## src/rtl/cpes_pkg.sv

```systemverilog
// Shared types, constants and helper functions for the charged particle Euler step block.
package cpes_pkg;

    // Number format: signed Q16.16 values.
    localparam int VALUE_WIDTH   = 32;
    localparam int FRACTION_BITS = 16;
    localparam int AXES          = 3;

    // Tick length is unsigned Q12.4 milliseconds.
    localparam int DT_WIDTH      = 16;
    localparam int MS_PER_SECOND = 1000;
    localparam int DT_FRAC_BITS  = 4;
    localparam int DT_DIVISOR    = (1 << DT_FRAC_BITS) * MS_PER_SECOND;

    // Datapath widths.
    localparam int PROD_WIDTH    = 2 * VALUE_WIDTH;
    localparam int SHIFTED_WIDTH = PROD_WIDTH - FRACTION_BITS;
    localparam int SCALE_WIDTH   = VALUE_WIDTH + DT_WIDTH;
    localparam int SAT_WIDTH     = (SHIFTED_WIDTH > SCALE_WIDTH) ? SHIFTED_WIDTH : SCALE_WIDTH;
    localparam int REM_WIDTH     = $clog2(DT_DIVISOR);
    localparam int DIGIT_BITS    = 4;
    localparam int CUR_WIDTH     = REM_WIDTH + DIGIT_BITS;
    localparam int DIV_STEPS     = SCALE_WIDTH / DIGIT_BITS;
    localparam int LANES         = 2 * AXES;

    // Tick sequence layout.
    localparam int STEP_WIDTH = 5;
    localparam int DIV_FIRST  = 13;
    localparam int DIV_LAST   = DIV_FIRST + DIV_STEPS - 1;
    localparam int STEP_DSAT  = DIV_LAST + 1;
    localparam int STEP_DADD  = DIV_LAST + 2;
    localparam int TICK_LAST  = STEP_DADD;

    // Configuration port.
    localparam int ADDR_WIDTH    = 3;
    localparam int CFG_IDX_WIDTH = 1;
    localparam logic [CFG_IDX_WIDTH-1:0] CFG_CHARGE   = 1'b0;
    localparam logic [CFG_IDX_WIDTH-1:0] CFG_INV_MASS = 1'b1;
    localparam logic [VALUE_WIDTH-2:0]   INV_MASS_RESET = (VALUE_WIDTH-1)'(1) << FRACTION_BITS;

    // Request modes.
    localparam logic [2:0] MODE_ADD_FORCE = 3'd0;
    localparam logic [2:0] MODE_ADD_EFIELD = 3'd1;
    localparam logic [2:0] MODE_ADD_BFIELD = 3'd2;
    localparam logic [2:0] MODE_TICK       = 3'd3;
    localparam logic [2:0] MODE_LOAD_POS   = 3'd4;
    localparam logic [2:0] MODE_LOAD_VEL   = 3'd5;
    localparam logic [2:0] MODE_LOAD_ACC   = 3'd6;

    localparam logic signed [VALUE_WIDTH-1:0] VMAX = {1'b0, {(VALUE_WIDTH-1){1'b1}}};
    localparam logic signed [VALUE_WIDTH-1:0] VMIN = {1'b1, {(VALUE_WIDTH-1){1'b0}}};

    typedef struct packed {
        logic [2:0]                    mode;
        logic signed [VALUE_WIDTH-1:0] vec_x;
        logic signed [VALUE_WIDTH-1:0] vec_y;
        logic signed [VALUE_WIDTH-1:0] vec_z;
        logic [DT_WIDTH-1:0]           dt_ms;
    } in_item_t;

    typedef struct packed {
        logic signed [VALUE_WIDTH-1:0] pos_x;
        logic signed [VALUE_WIDTH-1:0] pos_y;
        logic signed [VALUE_WIDTH-1:0] pos_z;
        logic signed [VALUE_WIDTH-1:0] vel_x;
        logic signed [VALUE_WIDTH-1:0] vel_y;
        logic signed [VALUE_WIDTH-1:0] vel_z;
        logic signed [VALUE_WIDTH-1:0] acc_x;
        logic signed [VALUE_WIDTH-1:0] acc_y;
        logic signed [VALUE_WIDTH-1:0] acc_z;
        logic                          saturated;
    } out_item_t;

    // Multiplier operand A selection.
    typedef enum logic [3:0] {
        A_NONE, A_VEL0, A_VEL1, A_VEL2, A_ACC0, A_ACC1, A_ACC2, A_CHG, A_F0, A_F1, A_F2
    } opa_t;

    // Multiplier operand B selection.
    typedef enum logic [2:0] {
        B_B0, B_B1, B_B2, B_DT, B_CR0, B_CR1, B_CR2, B_IM
    } opb_t;

    // Where the product of the previous step goes.
    typedef enum logic [4:0] {
        P_NONE, P_T, P_CR0, P_CR1, P_CR2, P_F0, P_F1, P_F2, P_ACC0, P_ACC1, P_ACC2,
        P_W0, P_W1, P_W2, P_W3, P_W4, P_W5
    } post_t;

    // Operation applied to all lanes at once.
    typedef enum logic [2:0] {
        L_NONE, L_ADDE, L_DIV, L_DSAT, L_DADD
    } lane_t;

    typedef struct packed {
        opa_t  a;
        opb_t  b;
        post_t post;
        lane_t lane;
    } uop_t;

    localparam uop_t UOP_NOP = '{a: A_NONE, b: B_B0, post: P_NONE, lane: L_NONE};

    // Controller to datapath command.
    typedef struct packed {
        logic accept;
        logic emit;
        uop_t uop;
    } cmd_t;

    // Datapath to controller status.
    typedef struct packed {
        logic is_tick;
    } stat_t;

    typedef struct packed {
        logic                          sat;
        logic signed [VALUE_WIDTH-1:0] val;
    } sat_val_t;

    // One lane of the divide by DT_DIVISOR: quotient shifts in from the bottom.
    typedef struct packed {
        logic                   neg;
        logic [SCALE_WIDTH-1:0] quo;
        logic [REM_WIDTH-1:0]   rem;
    } div_lane_t;

    // Magnitude of a signed value; the most negative value maps to 2^(N-1).
    function automatic logic [VALUE_WIDTH-1:0] magn(input logic signed [VALUE_WIDTH-1:0] x);
        return x[VALUE_WIDTH-1] ? ((~x) + VALUE_WIDTH'(1)) : x;
    endfunction

    function automatic sat_val_t sat_add(input logic signed [VALUE_WIDTH-1:0] a,
                                         input logic signed [VALUE_WIDTH-1:0] b);
        logic [VALUE_WIDTH:0] s;
        sat_val_t r;
        s = {a[VALUE_WIDTH-1], a} + {b[VALUE_WIDTH-1], b};
        r.sat = s[VALUE_WIDTH] ^ s[VALUE_WIDTH-1];
        r.val = r.sat ? (s[VALUE_WIDTH] ? VMIN : VMAX) : s[VALUE_WIDTH-1:0];
        return r;
    endfunction

    function automatic sat_val_t sat_sub(input logic signed [VALUE_WIDTH-1:0] a,
                                         input logic signed [VALUE_WIDTH-1:0] b);
        logic [VALUE_WIDTH:0] s;
        sat_val_t r;
        s = {a[VALUE_WIDTH-1], a} - {b[VALUE_WIDTH-1], b};
        r.sat = s[VALUE_WIDTH] ^ s[VALUE_WIDTH-1];
        r.val = r.sat ? (s[VALUE_WIDTH] ? VMIN : VMAX) : s[VALUE_WIDTH-1:0];
        return r;
    endfunction

    // Turn a magnitude and a sign into a clipped signed value.
    function automatic sat_val_t sat_mag(input logic [SAT_WIDTH-1:0] m, input logic neg);
        logic [SAT_WIDTH-1:0] lim;
        sat_val_t r;
        lim = (SAT_WIDTH'(1) << (VALUE_WIDTH - 1)) - SAT_WIDTH'(!neg);
        if (m > lim) begin
            r.sat = 1'b1;
            r.val = neg ? VMIN : VMAX;
        end else begin
            r.sat = 1'b0;
            r.val = neg ? ((~m[VALUE_WIDTH-1:0]) + VALUE_WIDTH'(1)) : m[VALUE_WIDTH-1:0];
        end
        return r;
    endfunction

    // One radix-16 digit of the long division by DT_DIVISOR.
    function automatic div_lane_t div_step(input div_lane_t l);
        logic [CUR_WIDTH-1:0]  cur;
        logic [CUR_WIDTH-1:0]  sub;
        logic [DIGIT_BITS-1:0] d;
        div_lane_t r;
        cur = {l.rem, l.quo[SCALE_WIDTH-1 -: DIGIT_BITS]};
        d   = '0;
        sub = '0;
        for (int k = 1; k < (1 << DIGIT_BITS); k++) begin
            if (cur >= CUR_WIDTH'(k * DT_DIVISOR)) begin
                d   = DIGIT_BITS'(k);
                sub = CUR_WIDTH'(k * DT_DIVISOR);
            end
        end
        r.neg = l.neg;
        r.quo = {l.quo[SCALE_WIDTH-DIGIT_BITS-1:0], d};
        r.rem = REM_WIDTH'(cur - sub);
        return r;
    endfunction

    // Tick microprogram: one multiply issued per step, its result placed one step later.
    function automatic uop_t tick_uop(input logic [STEP_WIDTH-1:0] step);
        uop_t u;
        u = UOP_NOP;
        case (step)
            5'd0: begin
                u.a = A_VEL1; u.b = B_B2;
            end
            5'd1: begin
                u.a = A_VEL2; u.b = B_B1; u.post = P_T;
            end
            5'd2: begin
                u.a = A_VEL2; u.b = B_B0; u.post = P_CR0;
            end
            5'd3: begin
                u.a = A_VEL0; u.b = B_B2; u.post = P_T;
            end
            5'd4: begin
                u.a = A_VEL0; u.b = B_B1; u.post = P_CR1;
            end
            5'd5: begin
                u.a = A_VEL1; u.b = B_B0; u.post = P_T;
            end
            5'd6: begin
                u.a = A_VEL0; u.b = B_DT; u.post = P_CR2;
            end
            5'd7: begin
                u.a = A_VEL1; u.b = B_DT; u.post = P_W0; u.lane = L_ADDE;
            end
            5'd8: begin
                u.a = A_VEL2; u.b = B_DT; u.post = P_W1;
            end
            5'd9: begin
                u.a = A_ACC0; u.b = B_DT; u.post = P_W2;
            end
            5'd10: begin
                u.a = A_ACC1; u.b = B_DT; u.post = P_W3;
            end
            5'd11: begin
                u.a = A_ACC2; u.b = B_DT; u.post = P_W4;
            end
            5'd12: begin
                u.a = A_CHG; u.b = B_CR0; u.post = P_W5;
            end
            5'd13: begin
                u.a = A_CHG; u.b = B_CR1; u.post = P_F0;
            end
            5'd14: begin
                u.a = A_CHG; u.b = B_CR2; u.post = P_F1;
            end
            5'd15: begin
                u.a = A_F0; u.b = B_IM; u.post = P_F2;
            end
            5'd16: begin
                u.a = A_F1; u.b = B_IM; u.post = P_ACC0;
            end
            5'd17: begin
                u.a = A_F2; u.b = B_IM; u.post = P_ACC1;
            end
            5'd18: begin
                u.post = P_ACC2;
            end
            default: ;
        endcase
        if (step inside {[DIV_FIRST:DIV_LAST]}) begin
            u.lane = L_DIV;
        end else if (step == STEP_WIDTH'(STEP_DSAT)) begin
            u.lane = L_DSAT;
        end else if (step == STEP_WIDTH'(STEP_DADD)) begin
            u.lane = L_DADD;
        end
        return u;
    endfunction

endpackage

```

## src/rtl/cpes_ctrl.sv

```systemverilog
// Controller: accepts requests, sequences the tick microprogram and owns the result valid.
module cpes_ctrl
    import cpes_pkg::*;
(
    input  logic  aclk,
    input  logic  aresetn,
    input  logic  s_valid,
    output logic  s_ready,
    output logic  m_valid,
    input  logic  m_ready,
    input  stat_t stat,
    output cmd_t  cmd
);

    typedef enum logic [1:0] {
        ST_IDLE,
        ST_RUN,
        ST_EMIT
    } state_t;

    state_t                  state_reg, state_next;
    logic [STEP_WIDTH-1:0]   step_reg, step_next;
    logic                    m_valid_reg, m_valid_next;
    logic                    out_free;

    // The output register can take a new result when empty or being drained.
    assign out_free = !m_valid_reg || m_ready;
    assign s_ready  = (state_reg == ST_IDLE);
    assign m_valid  = m_valid_reg;

    // Next state and command decode.
    always_comb begin
        state_next   = state_reg;
        step_next    = step_reg;
        m_valid_next = m_valid_reg && !m_ready;
        cmd.accept   = 1'b0;
        cmd.emit     = 1'b0;
        cmd.uop      = UOP_NOP;
        case (state_reg)
            ST_IDLE: begin
                cmd.accept = s_valid;
                if (s_valid && stat.is_tick) begin
                    state_next = ST_RUN;
                    step_next  = '0;
                end
            end
            ST_RUN: begin
                cmd.uop = tick_uop(step_reg);
                if (step_reg == STEP_WIDTH'(TICK_LAST)) begin
                    state_next = ST_EMIT;
                end else begin
                    step_next = step_reg + STEP_WIDTH'(1);
                end
            end
            ST_EMIT: begin
                if (out_free) begin
                    cmd.emit     = 1'b1;
                    m_valid_next = 1'b1;
                    state_next   = ST_IDLE;
                end
            end
            default: begin
                state_next = ST_IDLE;
            end
        endcase
    end

    // State and registered outputs.
    always_ff @(posedge aclk) begin
        if (!aresetn) begin
            state_reg   <= ST_IDLE;
            step_reg    <= '0;
            m_valid_reg <= 1'b0;
        end else begin
            state_reg   <= state_next;
            step_reg    <= step_next;
            m_valid_reg <= m_valid_next;
        end
    end

endmodule

```

## config.mk

```make
export PLATFORM = sky130hd
export DESIGN_NAME = cpes_ctrl
export DESIGN_NICKNAME = d
export VERILOG_FILES = /design/src/rtl/cpes_pkg.sv /design/src/rtl/cpes_ctrl.sv
export SDC_FILE = /design/constraint.sdc
export NUM_CORES = 1
export LEC_CHECK = 0
export BUFFER_PORTS_ARGS = -buffer_cell sky130_fd_sc_hd__buf_4
export CAP_MARGIN = 20
export CORE_AREA = 2 2 48 50
export CTS_CLUSTER_SIZE = 14
export DETAILED_ROUTE_END_ITERATION = 12
export DIE_AREA = 0 0 50 52
export MAX_ROUTING_LAYER = met4
export PLACE_DENSITY_LB_ADDON = 0.05
export SYNTH_ARGS = -nofsm -noshare
export SYNTH_HDL_FRONTEND = slang
export SYNTH_SLANG_ARGS = --single-unit
```

## constraint.sdc

```tcl
create_clock -name aclk -period 2.6 [get_ports aclk]
set_input_delay 0.39 -clock aclk [delete_from_list [all_inputs] [get_ports aclk]]
set_output_delay 0.39 -clock aclk [all_outputs]
set_load 0.02 [all_outputs]
```

==> impl.org, run 1 <==
** Synth
- After synthesis, the share of flip-flops with an asynchronous set or reset is 0%.
- Each instance of the synthesized netlist takes up on average 7.037 um2.
- Yosys warns :: 0
- By area, the combinational part of the netlist is dominated by simple AND/OR/NAND/NOR gates.
- The synthesized netlist devotes 30.19% of its cell area to compound gates.
- Yosys mapped a number of flops with a built-in enable equal to 0.
- Synth Area in XOR/XNOR :: 0%
- Synth Area in Simple Gates :: 37.47%
- Cell area after synthesis :: 1049 um2
- Number of storage elements in the synthesis netlist :: 8
- For this run, the leading register cell type out of synthesis is sky130_fd_sc_hd__dfxtp_1.
- Area share of fa/ha/maj cells after synthesis :: 5.967%
- Share of cell area taken by muxes after synthesis :: 1.909%
- Number of distinct library cells after synthesis :: 43
- Fraction of the yosys area taken by sequential cells :: 15.27%
- The number of nets handed over by synthesis was 159.
- Synthesis produced 149 cells.

** Pwr
- PnR Total Power :: 0.0003060 W
- Max VDD drop :: 0.1976 mV
- For this design the total switching power over the nets is 0.00009405 W.
- For this design the ratio of total power to cell area is 245.3 nW/um2.
- Per report_power, the clock group accounts for 31.5% of the total.
- Internal power comes to 0.0002120 W.
- Leakage power summed over all cells :: 0.4613 nW
- Of the total power, combinational logic draws 26.2%.
- Switch share :: 30.73%
- Part of the total power dissipated in sequential elements :: 42.3%

** Min path
- The min-delay analysis places its worst path in the category primary input to flop.

** Floorplanning
- After floorplanning, the core was divided into 17 placement rows.
- Overall die width :: 50 um
- The die covers 2600 um2.
- During I/O placement, the number of pins put on the boundary was 24.
- Core Footprint :: 2106 um2
- Effective utilization at floorplan :: 49.79%
- In this run the vertical extent of the chip is 52 um.

** Worst setup path
- Critical path class :: flop to output port
- Required time at the worst-slack endpoint :: 2.21 ns
- Endpoint type of the worst setup path :: output port
- In this run the worst path has a maximum fanout of 13.
- Critical path launch point type :: flop
- CP arrival :: 2.07 ns

** Routing
- For this run, design rule violations remaining after detail routing come to 0.
- DR vias :: 1136
- After detailed routing, the number of vias per cell comes to 5.886.
- The first detailed-routing pass ran for 4 iterations.
- The detail route stage leaves a number of antenna-violating nets equal to 0.
- WL/cell :: 13.61 um
- Total detailed-routing wirelength :: 2.627 mm
- After the first detailed-routing iteration, the DRC count stood at 32.

** Clock tree
- The clock reaches the later pin of the worst-skew pair after 0.26 ns.
- Clock-pin slew was measured on the worst setup and hold paths at 0.05 ns.
- The number of setup buffers added after CTS is 0.
- Clock buffer count from CTS :: 3
- Root buf cell :: sky130_fd_sc_hd__clkbuf_4
- Max Root-Sink Buffers :: 2
- Deepest level of the CTS H-tree :: 1
- Counting every sink on the clock net gives 8.
- TritonCTS built the clock tree.

** Global routing
- Via count of the first global-routing pass :: 971
- For met2 alone, demand over resource in global routing was 38.82%.
- In the global route stage, met1 resource usage came out at 25.57%.
- Entering global routing, the biggest net connects 25 pins.
- The first global-routing pass estimated 4.367 mm of wire.
- For this run the aggregate overflow at the end of global routing stands at 0.
- Initial antenna violation count :: 0
- Peak-usage layer in the global routing report :: met2
- For met3 alone, demand over resource in global routing was 1.149%.
- Global routing used 22.25% of the available tracks across all layers.

** STA
- The worst pin sits at a relative slew slack of 56.33%.
- Slew at the pin closest to its max-slew limit :: 0.6551 ns
- After routing, the total negative slack on setup checks comes to 0 ns.
- Pins Over Slew Limit :: 0
- Hold violation count in the final report :: 0
- Between clock sinks in the finished design, the worst skew comes to 0.003597 ns.
- Setup violations remaining at the end of the flow were counted as 0.
- Dividing the final minimum period by the clock period gives 94.57%.
- Max Clock Freq :: 406.7 MHz
- Unrepaired setup endpoints after global routing :: false
- Post-layout min period :: 2.459 ns
- Final worst hold slack :: 0.3874 ns

** Job
- Across the run, the number of max-cap violations was 0.

** Finish
- Antenna Cells :: 0
- In the final layout, the share of cells above drive strength 1 is 28.48%.
- The top cell types in the final layout, fill and taps aside, are sky130_fd_sc_hd__buf_4, sky130_fd_sc_hd__nor2_1, sky130_fd_sc_hd__a21oi_1, sky130_fd_sc_hd__o21ai_0.
- Measured on the finished design, the core utilization comes to 59.24%.
- Most common cell after layout, fill and taps aside :: sky130_fd_sc_hd__buf_4
- Total number of nets in the final design :: 177
- Relative to the synthesized area, the layout overhead comes to 18.97%.
- Number of flip-flops in the largest register :: 5
- Final standard cell count with taps included and fillers excluded :: 193

** Status
- The run finished with clean final reports.

** Place
- After legalization and detailed placement, the total HPWL measured 1.826 mm.
- Cells after DPL :: 190
- Placer Congestion :: 0.7863
- Port buffering added 23 buffers.
[kinds of logic after synthesis]
logic type	count (synthesis)
AO/OA/AOI/OAI	50
adder cells (fa/ha/maj)	5
buffers and inverters	18
flip-flops	8
multiplexers	2
AND/OR/NAND/NOR	66
[path summary, 6_finish.rpt]
check,startpoint,endpoint,slack (ns),depth (start not counted)
setup reg to reg,step_reg[0],step_reg[3],0.90,6
setup / recovery,step_reg[0],cmd[8],0.14,6
hold reg to reg,m_valid,m_valid,0.53,2
hold / removal,aresetn,state_reg[1],0.39,2
[power groups by stage]
stage,Combinational [W],Clock [W],Sequential [W]
2_1_floorplan,0.0000563,0,0.000131
3_3_place_gp,0.0000778,0,0.000132
3_5_place_dp,0.0000782,0,0.000132
4_1_cts,0.0000787,0.0000998,0.000129
5_1_grt,0.0000899,0.000107,0.000130
6_report,0.0000802,0.0000964,0.000129
[repair_timing]
item / 4_1_cts / 5_1_grt
resized for setup: 0 / 8
hold buffers: 0 / 0
setup endpoints to repair: 0 / 7
[area by class of cell]
| cell class | instances | area (um2) |
|---|---|---|
| fill | 211 | 858.3 |
| multi-input combinational | 123 | 813.3 |
| timing repair buffer | 26 | 195.2 |
| sequential | 8 | 162.7 |
| tap | 28 | 35.03 |
| clock buffer | 3 | 22.52 |
| inverter | 5 | 18.77 |
[critical path: stages (launching register included)]
cell and delay, ns:
sky130_fd_sc_hd__dfxtp_1 0.45, sky130_fd_sc_hd__inv_1 0.12, sky130_fd_sc_hd__ha_2 0.27, sky130_fd_sc_hd__or2_2 0.35
sky130_fd_sc_hd__a31oi_2 0.31, sky130_fd_sc_hd__a31oi_1 0.12, sky130_fd_sc_hd__buf_4 0.19
[cells in the mapped netlist (2+ instances only)]
cell | count | area share, %
sky130_fd_sc_hd__nor2_1 | 21 | 7.5
sky130_fd_sc_hd__a21oi_1 | 14 | 6.7
sky130_fd_sc_hd__o21ai_0 | 12 | 5.7
sky130_fd_sc_hd__dfxtp_1 | 8 | 15
sky130_fd_sc_hd__nand2b_1 | 7 | 4.2
sky130_fd_sc_hd__nor3_1 | 7 | 3.3
sky130_fd_sc_hd__nand2_1 | 6 | 2.1
sky130_fd_sc_hd__buf_2 | 5 | 2.4
sky130_fd_sc_hd__ha_1 | 5 | 6.0
sky130_fd_sc_hd__and4bb_2 | 4 | 4.8
sky130_fd_sc_hd__buf_4 | 4 | 2.9
sky130_fd_sc_hd__inv_1 | 4 | 1.4
sky130_fd_sc_hd__nor2b_1 | 4 | 2.4
sky130_fd_sc_hd__a31oi_1 | 3 | 1.8
sky130_fd_sc_hd__and2_1 | 3 | 1.8
sky130_fd_sc_hd__clkbuf_1 | 3 | 1.1
sky130_fd_sc_hd__o211ai_1 | 3 | 2.1
sky130_fd_sc_hd__o22ai_1 | 3 | 1.8
sky130_fd_sc_hd__or3_1 | 3 | 1.8
sky130_fd_sc_hd__a21boi_0 | 2 | 1.4
sky130_fd_sc_hd__a21boi_1 | 2 | 1.4
sky130_fd_sc_hd__a311oi_1 | 2 | 1.7
sky130_fd_sc_hd__and2b_1 | 2 | 1.4
sky130_fd_sc_hd__mux2i_1 | 2 | 1.9
sky130_fd_sc_hd__nand3_1 | 2 | 0.95
[per-stage QoR]
step	setup slack (ns)	area (um2)
5_1_grt	0.03088	1247
2_1_floorplan	0.2110	1049
3_3_place_gp	0.3330	1201
4_1_cts	0.01439	1224
6_report	0.1412	1247
3_5_place_dp	0.3017	1201
[per-layer routing]
metal / up-vias / share of wire (%)
li1: 570 / -
met1: 530 / 44
met2: 32 / 51
met3: 4 / 3.5
met4: 0 / 1.7
met5: - / 0
Power figures use the tool's default switching activity.
==> run 2, diff against run 1 <==
CORE_AREA = 2 2 46 48   (was 2 2 48 50)
DIE_AREA = 0 0 48 50   (was 0 0 50 52)
==> impl.org, run 2 (same netlist as run 1, synthesis figures left out) <==
** STA
- Unrepaired setup endpoints after global routing: false (unchanged).
- Max Clock Freq :: 416.7 MHz (was 406.7 MHz)
- The final count of hold timing violations came to 0 (unchanged).
- The maximum clock skew at final layout came to 0.0001745 ns (was 0.003597 ns).
- Slew at the pin closest to its max-slew limit :: 0.6437 ns (was 0.6551 ns)
- The final worst-path cycle share is 92.31% (was 94.57%).
- Pins Over Slew Limit :: 0 (unchanged)
- The accumulated negative setup slack was 0 ns (unchanged).
- Setup-violating endpoint count in the final report :: 0 (unchanged)
- Headroom to the max-slew limit :: 57.09% (was 56.33%)
- Final worst hold slack :: 0.3906 ns (was 0.3874 ns)
- The time the worst path needs with I/O delays and setup was 2.400 ns (was 2.459 ns).

** Finish
- The antenna cell count is 0 (unchanged).
- Most frequent cells in the layout: sky130_fd_sc_hd__buf_4, sky130_fd_sc_hd__nor2_1, sky130_fd_sc_hd__a21oi_1, sky130_fd_sc_hd__o21ai_0 (unchanged).
- The number of flip-flops in the largest register was 5 (unchanged).
- Final standard cell count with taps included and fillers excluded :: 195 (was 193)
- Layout cell share with drive strength beyond 1 :: 29.17% (was 28.48%)
- The number of nets at the end of the flow was 180 (was 177).
- The layout-stage area growth over the synthesis result was 20.88% (was 18.97%).
- The leading cell type in the layout, fill and taps excluded is sky130_fd_sc_hd__buf_4 (unchanged).

** Global routing
- The number of antenna violations at the first check in global routing was 0 (unchanged).
- Maximum number of pins on one net before global-route repair :: 18 (was 25)
- Total congestion overflow :: 0 (unchanged)
- Total GRT Usage :: 27.54% (was 22.25%)
- The global-route wire length before repair is 4.740 mm (was 4.367 mm).
- The number of global-route vias before repair is 1088 (was 971).

** Floorplanning
- Number of primary I/O pins :: 24 (unchanged)
- The die area came to 2400 um2 (was 2600 um2).
- Height of the chip :: 50 um (was 52 um)
- Core Footprint :: 1902 um2 (was 2106 um2)
- Cell row count :: 16 (was 17)
- The initial core utilization came to 55.13% (was 49.79%).
- Overall die width :: 48 um (was 50 um)

** Clock tree
- CTS tree :: yes (unchanged)
- The number of buffers added by the clock tree synthesis step was 3 (unchanged).
- The cell at the root of the clock tree was sky130_fd_sc_hd__clkbuf_4 (unchanged).
- The number of hold buffers added after cts was 0 (unchanged).
- Deepest level of the CTS H-tree :: 1 (unchanged)
- Clock sinks :: 8 (unchanged)
- Clock insertion delay at the later pin of the skew report :: 0.25 ns (was 0.26 ns)
- Max Root-Sink Buffers :: 2 (unchanged)
- Clk pin slew, worst setup/hold paths :: 0.05 ns (about the same)

** Routing
- The detailed-route vias per instance came to 6.026 (was 5.886).
- Initial DRC count :: 32 (unchanged)
- The remaining number of nets flagged by the antenna check after routing was 0 (unchanged).
- The total wire length after detailed routing came to 2.811 mm (was 2.627 mm).
- Detailed-route DRC error count :: 0 (unchanged)
- DR vias :: 1175 (was 1136)
- Iteration count of the initial detailed-routing pass :: 4 (unchanged)
- The average wire per cell in the routed design is 14.42 um (was 13.61 um).

** Min path
- The worst min-delay path category is primary input to flop (unchanged).

** Status
- Status :: finished clean (unchanged)

** Pwr
- Clock power frac :: 30.5% (was 31.5%)
- The worst IR drop on VDD is 0.3051 mV (was 0.1976 mV).
- The sequential group share of total power is 42.5% (was 42.3%).
- The total power divided by cell area came to 240.6 nW/um2 (was 245.3 nW/um2).
- Leakage power summed over all cells :: 0.4770 nW (was 0.4613 nW)
- Power Internal :: 0.0002123 W (was 0.0002120 W)
- Combinational group share of total power :: 27.0% (was 26.2%)
- The proportion of total power due to net switching was 30.38% (was 30.73%).
- Switch Pwr :: 0.00009263 W (was 0.00009405 W)

** Worst setup path
- Biggest fanout along the worst timing path :: 13 (unchanged)
- The number of cells traversed by the worst register-to-register path came to 5 (was 6).
- Worst r2r dst :: step_reg[2] (was step_reg[3])
- CP bufs+invs :: 2 (unchanged)
- The top cell family by delay on the critical path is flip-flops (unchanged).
- Cell breakdown of the critical path: inv_1 > ha_2 > or2_2 > a31oi_2 > a31oi_1 > buf_4 (unchanged).
- The startpoint type of the worst setup path was a flop (unchanged).
- The critical path capture point type is an output port (unchanged).
- The type of the worst setup path is flop to output port (unchanged).
- The critical path startpoint is step_reg[1] (was step_reg[0]).
- The arrival time of data at the critical path endpoint is 2.01 ns (was 2.07 ns).
- Delay of the slowest critical-path stage :: 0.43 ns (was 0.45 ns)
- Slowest cell on crit path :: sky130_fd_sc_hd__dfxtp_1 (unchanged)
- The logic depth of the worst path, buffers included is 6 (unchanged).
- The slack of the worst reg-to-reg path came to 0.88 ns (was 0.90 ns).
- Required time at the worst-slack endpoint :: 2.21 ns (about the same)
- The reg-to-reg critical path startpoint is step_reg[1] (was step_reg[0]).
- CP endpoint :: cmd[8] (unchanged)

** Place
- Detailed Place HPWL :: 2.033 mm (was 1.826 mm)
- The global placement routability congestion is 0.8736 (was 0.7863).
- The cell count after placement came to 192 (was 190).
- PortBufs :: 23 (unchanged)

** Job
- The count of max-cap constraint violations came to 0 (unchanged).
==> run 2: timing repair <==
action | 4_1_cts | 5_1_grt
buffers inserted | 0 | 0
gates resized for setup | 0 | 7
setup endpoints to repair | 0 | 7
==> run 2: per-layer routing <==
layer | track usage [%] | vias to the layer above | wire (um)
met5 | - | - | 0
met4 | 5.856 | 0 | 20
met3 | 5.861 | 4 | 137
met2 | 40.67 | 40 | 1366
met1 | 38.19 | 552 | 1287
li1 | - | 579 | -
==> run 2: area by class of cell <==
class / count / area, um2
Timing Repair Buffer: 29 / 217.7
Multi-Input combinational cell: 123 / 813.3
Sequential cell: 8 / 161.4
Clock buffer: 3 / 22.52
Inverter: 5 / 18.77
Fill cell: 185 / 634.4
Tap cell: 27 / 33.78
==> run 2: metrics by stage <==
stage	area [um2]	utilization, %	power, W	setup slack (ns)
detailed placement	1222	64.28	0.0002119	0.3022
global route	1267	66.64	0.0003238	0.03812
finish	1267	66.64	0.0003049	0.2000
floorplan	1049	-	0.0001871	0.2110
global placement	1222	64.28	0.0002098	0.3597
CTS	1245	65.46	0.0003065	0.01984
==> run 2: worst min path at each step <==
stage	from	endpoint	slack, ns	cells after the start
6_report	aresetn	step_reg[4]	0.39	2
5_1_grt	aresetn	state_reg[1]	0.39	2
4_1_cts	aresetn	state_reg[1]	0.38	2
3_5_place_dp	m_valid	m_valid	0.54	2
3_3_place_gp	m_valid	m_valid	0.51	2
2_1_floorplan	state_reg[0]	step_reg[0]	0.51	2
==> run 2: worst reg2reg max path: cells and delay by family, from the launching register on <==
kind                       cells  cell delay [ns]
AOI/OAI and AO/OA              3             0.62
adders and majority gates      1             0.39
DFF                            1             0.43
and+or+nand+nor                1             0.21
==> run 2: power by group through the flow <==
stage / clock (W) / combinational, W / sequential [W]
2_1_floorplan: 0 / 0.0000563 / 0.000131
3_3_place_gp: 0 / 0.0000784 / 0.000131
3_5_place_dp: 0 / 0.0000801 / 0.000132
4_1_cts: 0.0000967 / 0.0000804 / 0.000129
5_1_grt: 0.000104 / 0.0000900 / 0.000130
6_report: 0.0000930 / 0.0000823 / 0.000130
==> run 3, diff against run 2 <==
MAX_ROUTING_LAYER = unset   (was met4)
SLEW_MARGIN = 10   (was unset)
==> impl.org, run 3 (same netlist as run 1, synthesis figures left out) <==
** Floorplanning
- Number of primary I/O pins :: 24 (unchanged)
- Height of the chip :: 50 um (unchanged)
- Core Footprint :: 1902 um2 (unchanged)
- The initial core utilization was 55.13% (unchanged).
- The die area is 2400 um2 (unchanged).
- Overall die width :: 48 um (unchanged)
- The standard-cell row count came to 16 (unchanged).

** Worst setup path
- Critical path launch point type :: flop (unchanged)
- The type of the worst setup path is flop to output port (unchanged).
- CP arrival :: 2.02 ns (was 2.01 ns)
- The critical-path maximum fanout is 13 (unchanged).
- Worst flop-to-flop path startpoint :: step_reg[1] (unchanged)
- Critical Path Start :: step_reg[1] (unchanged)
- The required time of the critical path was 2.21 ns (about the same).
- Cell depth of the worst flop-to-flop path :: 5 (unchanged)
- The critical path capture point type was an output port (unchanged).

** Global routing
- First-pass GRT wire length :: 4.740 mm (unchanged)
- Via count of the first global-routing pass :: 1087 (was 1088)
- The overall fraction of global-route tracks in use is 26.87% (was 27.54%).
- Maximum number of pins on one net before global-route repair :: 18 (unchanged)
- The overflow left after global routing was 0 (unchanged).
- The number of antenna violations at the first check in global routing came to 0 (unchanged).

** Routing
- The residual DRC count is 0 (unchanged).
- DR vias :: 1176 (was 1175)
- Antenna-violating nets left :: 0 (unchanged)
- The detailed-route vias per instance is 6.031 (was 6.026).
- Total detailed-routing wirelength :: 2.847 mm (was 2.811 mm)
- Iteration count of the initial detailed-routing pass :: 4 (unchanged)
- The average wire per cell in the routed design is 14.60 um (was 14.42 um).
- The detailed router's first-iteration violation count is 31 (was 32).

** Pwr
- The reported leakage power was 0.4770 nW (unchanged).
- The worst IR drop on VDD was 0.3085 mV (was 0.3051 mV).
- The total power divided by cell area was 242.7 nW/um2 (was 240.6 nW/um2).

** Finish
- Final standard cell count with taps included and fillers excluded :: 195 (unchanged)
- The antenna cell count is 0 (unchanged).
- Number of flip-flops in the largest register :: 5 (unchanged)
- Most frequent cells in the layout :: sky130_fd_sc_hd__buf_4, sky130_fd_sc_hd__nor2_1, sky130_fd_sc_hd__a21oi_1, sky130_fd_sc_hd__o21ai_0 (unchanged)
- Layout cell share with drive strength beyond 1 :: 29.17% (unchanged)
- The leading cell type in the layout, fill and taps excluded is sky130_fd_sc_hd__buf_4 (unchanged).
- Synth-to-Final Area Change :: 20.88% (unchanged)
- The number of nets at the end of the flow is 180 (unchanged).
- Post-route standard cell area excluding fillers :: 1267 um2 (unchanged)

** Clock tree
- The number of hold buffers added after cts is 0 (unchanged).
- CTS tree :: yes (unchanged)
- Clk pin slew, worst setup/hold paths :: 0.05 ns (about the same)
- Post-cts sizing count :: 0 (unchanged)
- Clock buffer count from CTS :: 3 (unchanged)
- Root buf cell :: sky130_fd_sc_hd__clkbuf_4 (unchanged)
- Deepest level of the CTS H-tree :: 1 (unchanged)
- The maximum clock insertion buffer count came to 2 (unchanged).
- Clock insertion delay at the later pin of the skew report :: 0.25 ns (about the same)
- The number of sinks handled by clock tree synthesis came to 8 (unchanged).
- Post-CTS setup-driven buffer insertion count :: 0 (unchanged)

** Status
- Status: finished clean (unchanged).

** STA
- Final TNS setup :: 0 ns (unchanged)
- The final count of hold timing violations is 0 (unchanged).
- The final worst setup slack is 0.1854 ns (was 0.2000 ns).
- The worst-margin pin slew is 0.6523 ns (was 0.6437 ns).
- The maximum operating frequency was 414.1 MHz (was 416.7 MHz).
- The final worst-path cycle share came to 92.87% (was 92.31%).
- Headroom to the max-slew limit :: 56.52% (was 57.09%)
- Pins Over Slew Limit :: 0 (unchanged)
- Post-layout min period :: 2.415 ns (was 2.400 ns)
- The maximum clock skew at final layout was 0.002120 ns (was 0.0001745 ns).
- Unrepaired setup endpoints after global routing :: false (unchanged)
- The setup violation total in the final timing report was 0 (unchanged).

** Place
- The cell area after placement is 1222 um2 (unchanged).
- The count of buffers inserted at the top-level ports came to 23 (unchanged).
- The worst slack after detailed placement was 0.3022 ns (unchanged).
- Detailed Place HPWL :: 2.033 mm (unchanged)
- Cells after DPL :: 192 (unchanged)
- Placer Congestion :: 0.8597 (was 0.8736)

** Min path
- The hold path depth was 2 (unchanged).
- The hold path startpoint is aresetn (unchanged).
- The worst min-delay path category is primary input to flop (unchanged).

** Job
- Count of max-cap constraint violations :: 0 (unchanged)
-- run 3: cell counts in the layout (fill, tap and decap cells not counted) --
No cell type changed its count.
-- run 3: layout make-up --
type | instances | area, um2
inverter | 5 | 18.77
timing repair buffer | 29 | 217.7
clock buffer | 3 | 22.52
tap | 27 | 33.78
fill | 185 | 634.4
sequential | 8 | 161.4
multi-input combinational | 123 | 813.3
-- run 3: critical path, cell delays in order (launching register included) --
cell	delay, ns
sky130_fd_sc_hd__dfxtp_1	0.44
sky130_fd_sc_hd__inv_1	0.10
sky130_fd_sc_hd__ha_2	0.26
sky130_fd_sc_hd__or2_2	0.36
sky130_fd_sc_hd__a31oi_2	0.30
sky130_fd_sc_hd__a31oi_1	0.12
sky130_fd_sc_hd__buf_4	0.19
-- run 3: layer usage --
layer,vias to the layer above,wire length (um),share of wire [%],GRT usage [%]
li1,581,-,-,-
met1,560,1342,47,37.53
met2,31,1368,48,40.67
met3,4,115,4.0,6.960
met4,0,21,0.74,5.856
met5,-,0,0,0
-- run 3: path summary, 6_finish.rpt --
check	endpoint	slack (ns)
worst max-delay path	cmd[8]	0.19
worst min-delay path	state_reg[1]	0.39
worst max register to register	step_reg[2]	0.83
worst min register to register	m_valid	0.54
-- run 3: metrics by stage --
| stage | power (W) | util, % | hold WS [ns] |
|---|---|---|---|
| 5_1_grt | 0.0003238 | 66.64 | 0.3936 |
| 2_1_floorplan | 0.0001871 | - | 0.5076 |
| 3_5_place_dp | 0.0002119 | 64.28 | 0.5414 |
| 4_1_cts | 0.0003065 | 65.46 | 0.3830 |
| 3_3_place_gp | 0.0002098 | 64.28 | 0.5111 |
| 6_report | 0.0003076 | 66.64 | 0.3890 |
-- run 3: power breakdown --
group / internal, W / total (W) / leakage [nW] / switching (W)
clock network: 0.0000528 / 0.0000950 / 0.0138 / 0.0000422
logic: 0.0000341 / 0.0000829 / 0.398 / 0.0000488
registers: 0.000125 / 0.000130 / 0.0652 / 0.00000414
total: 0.000212 / 0.000308 / 0.477 / 0.0000952
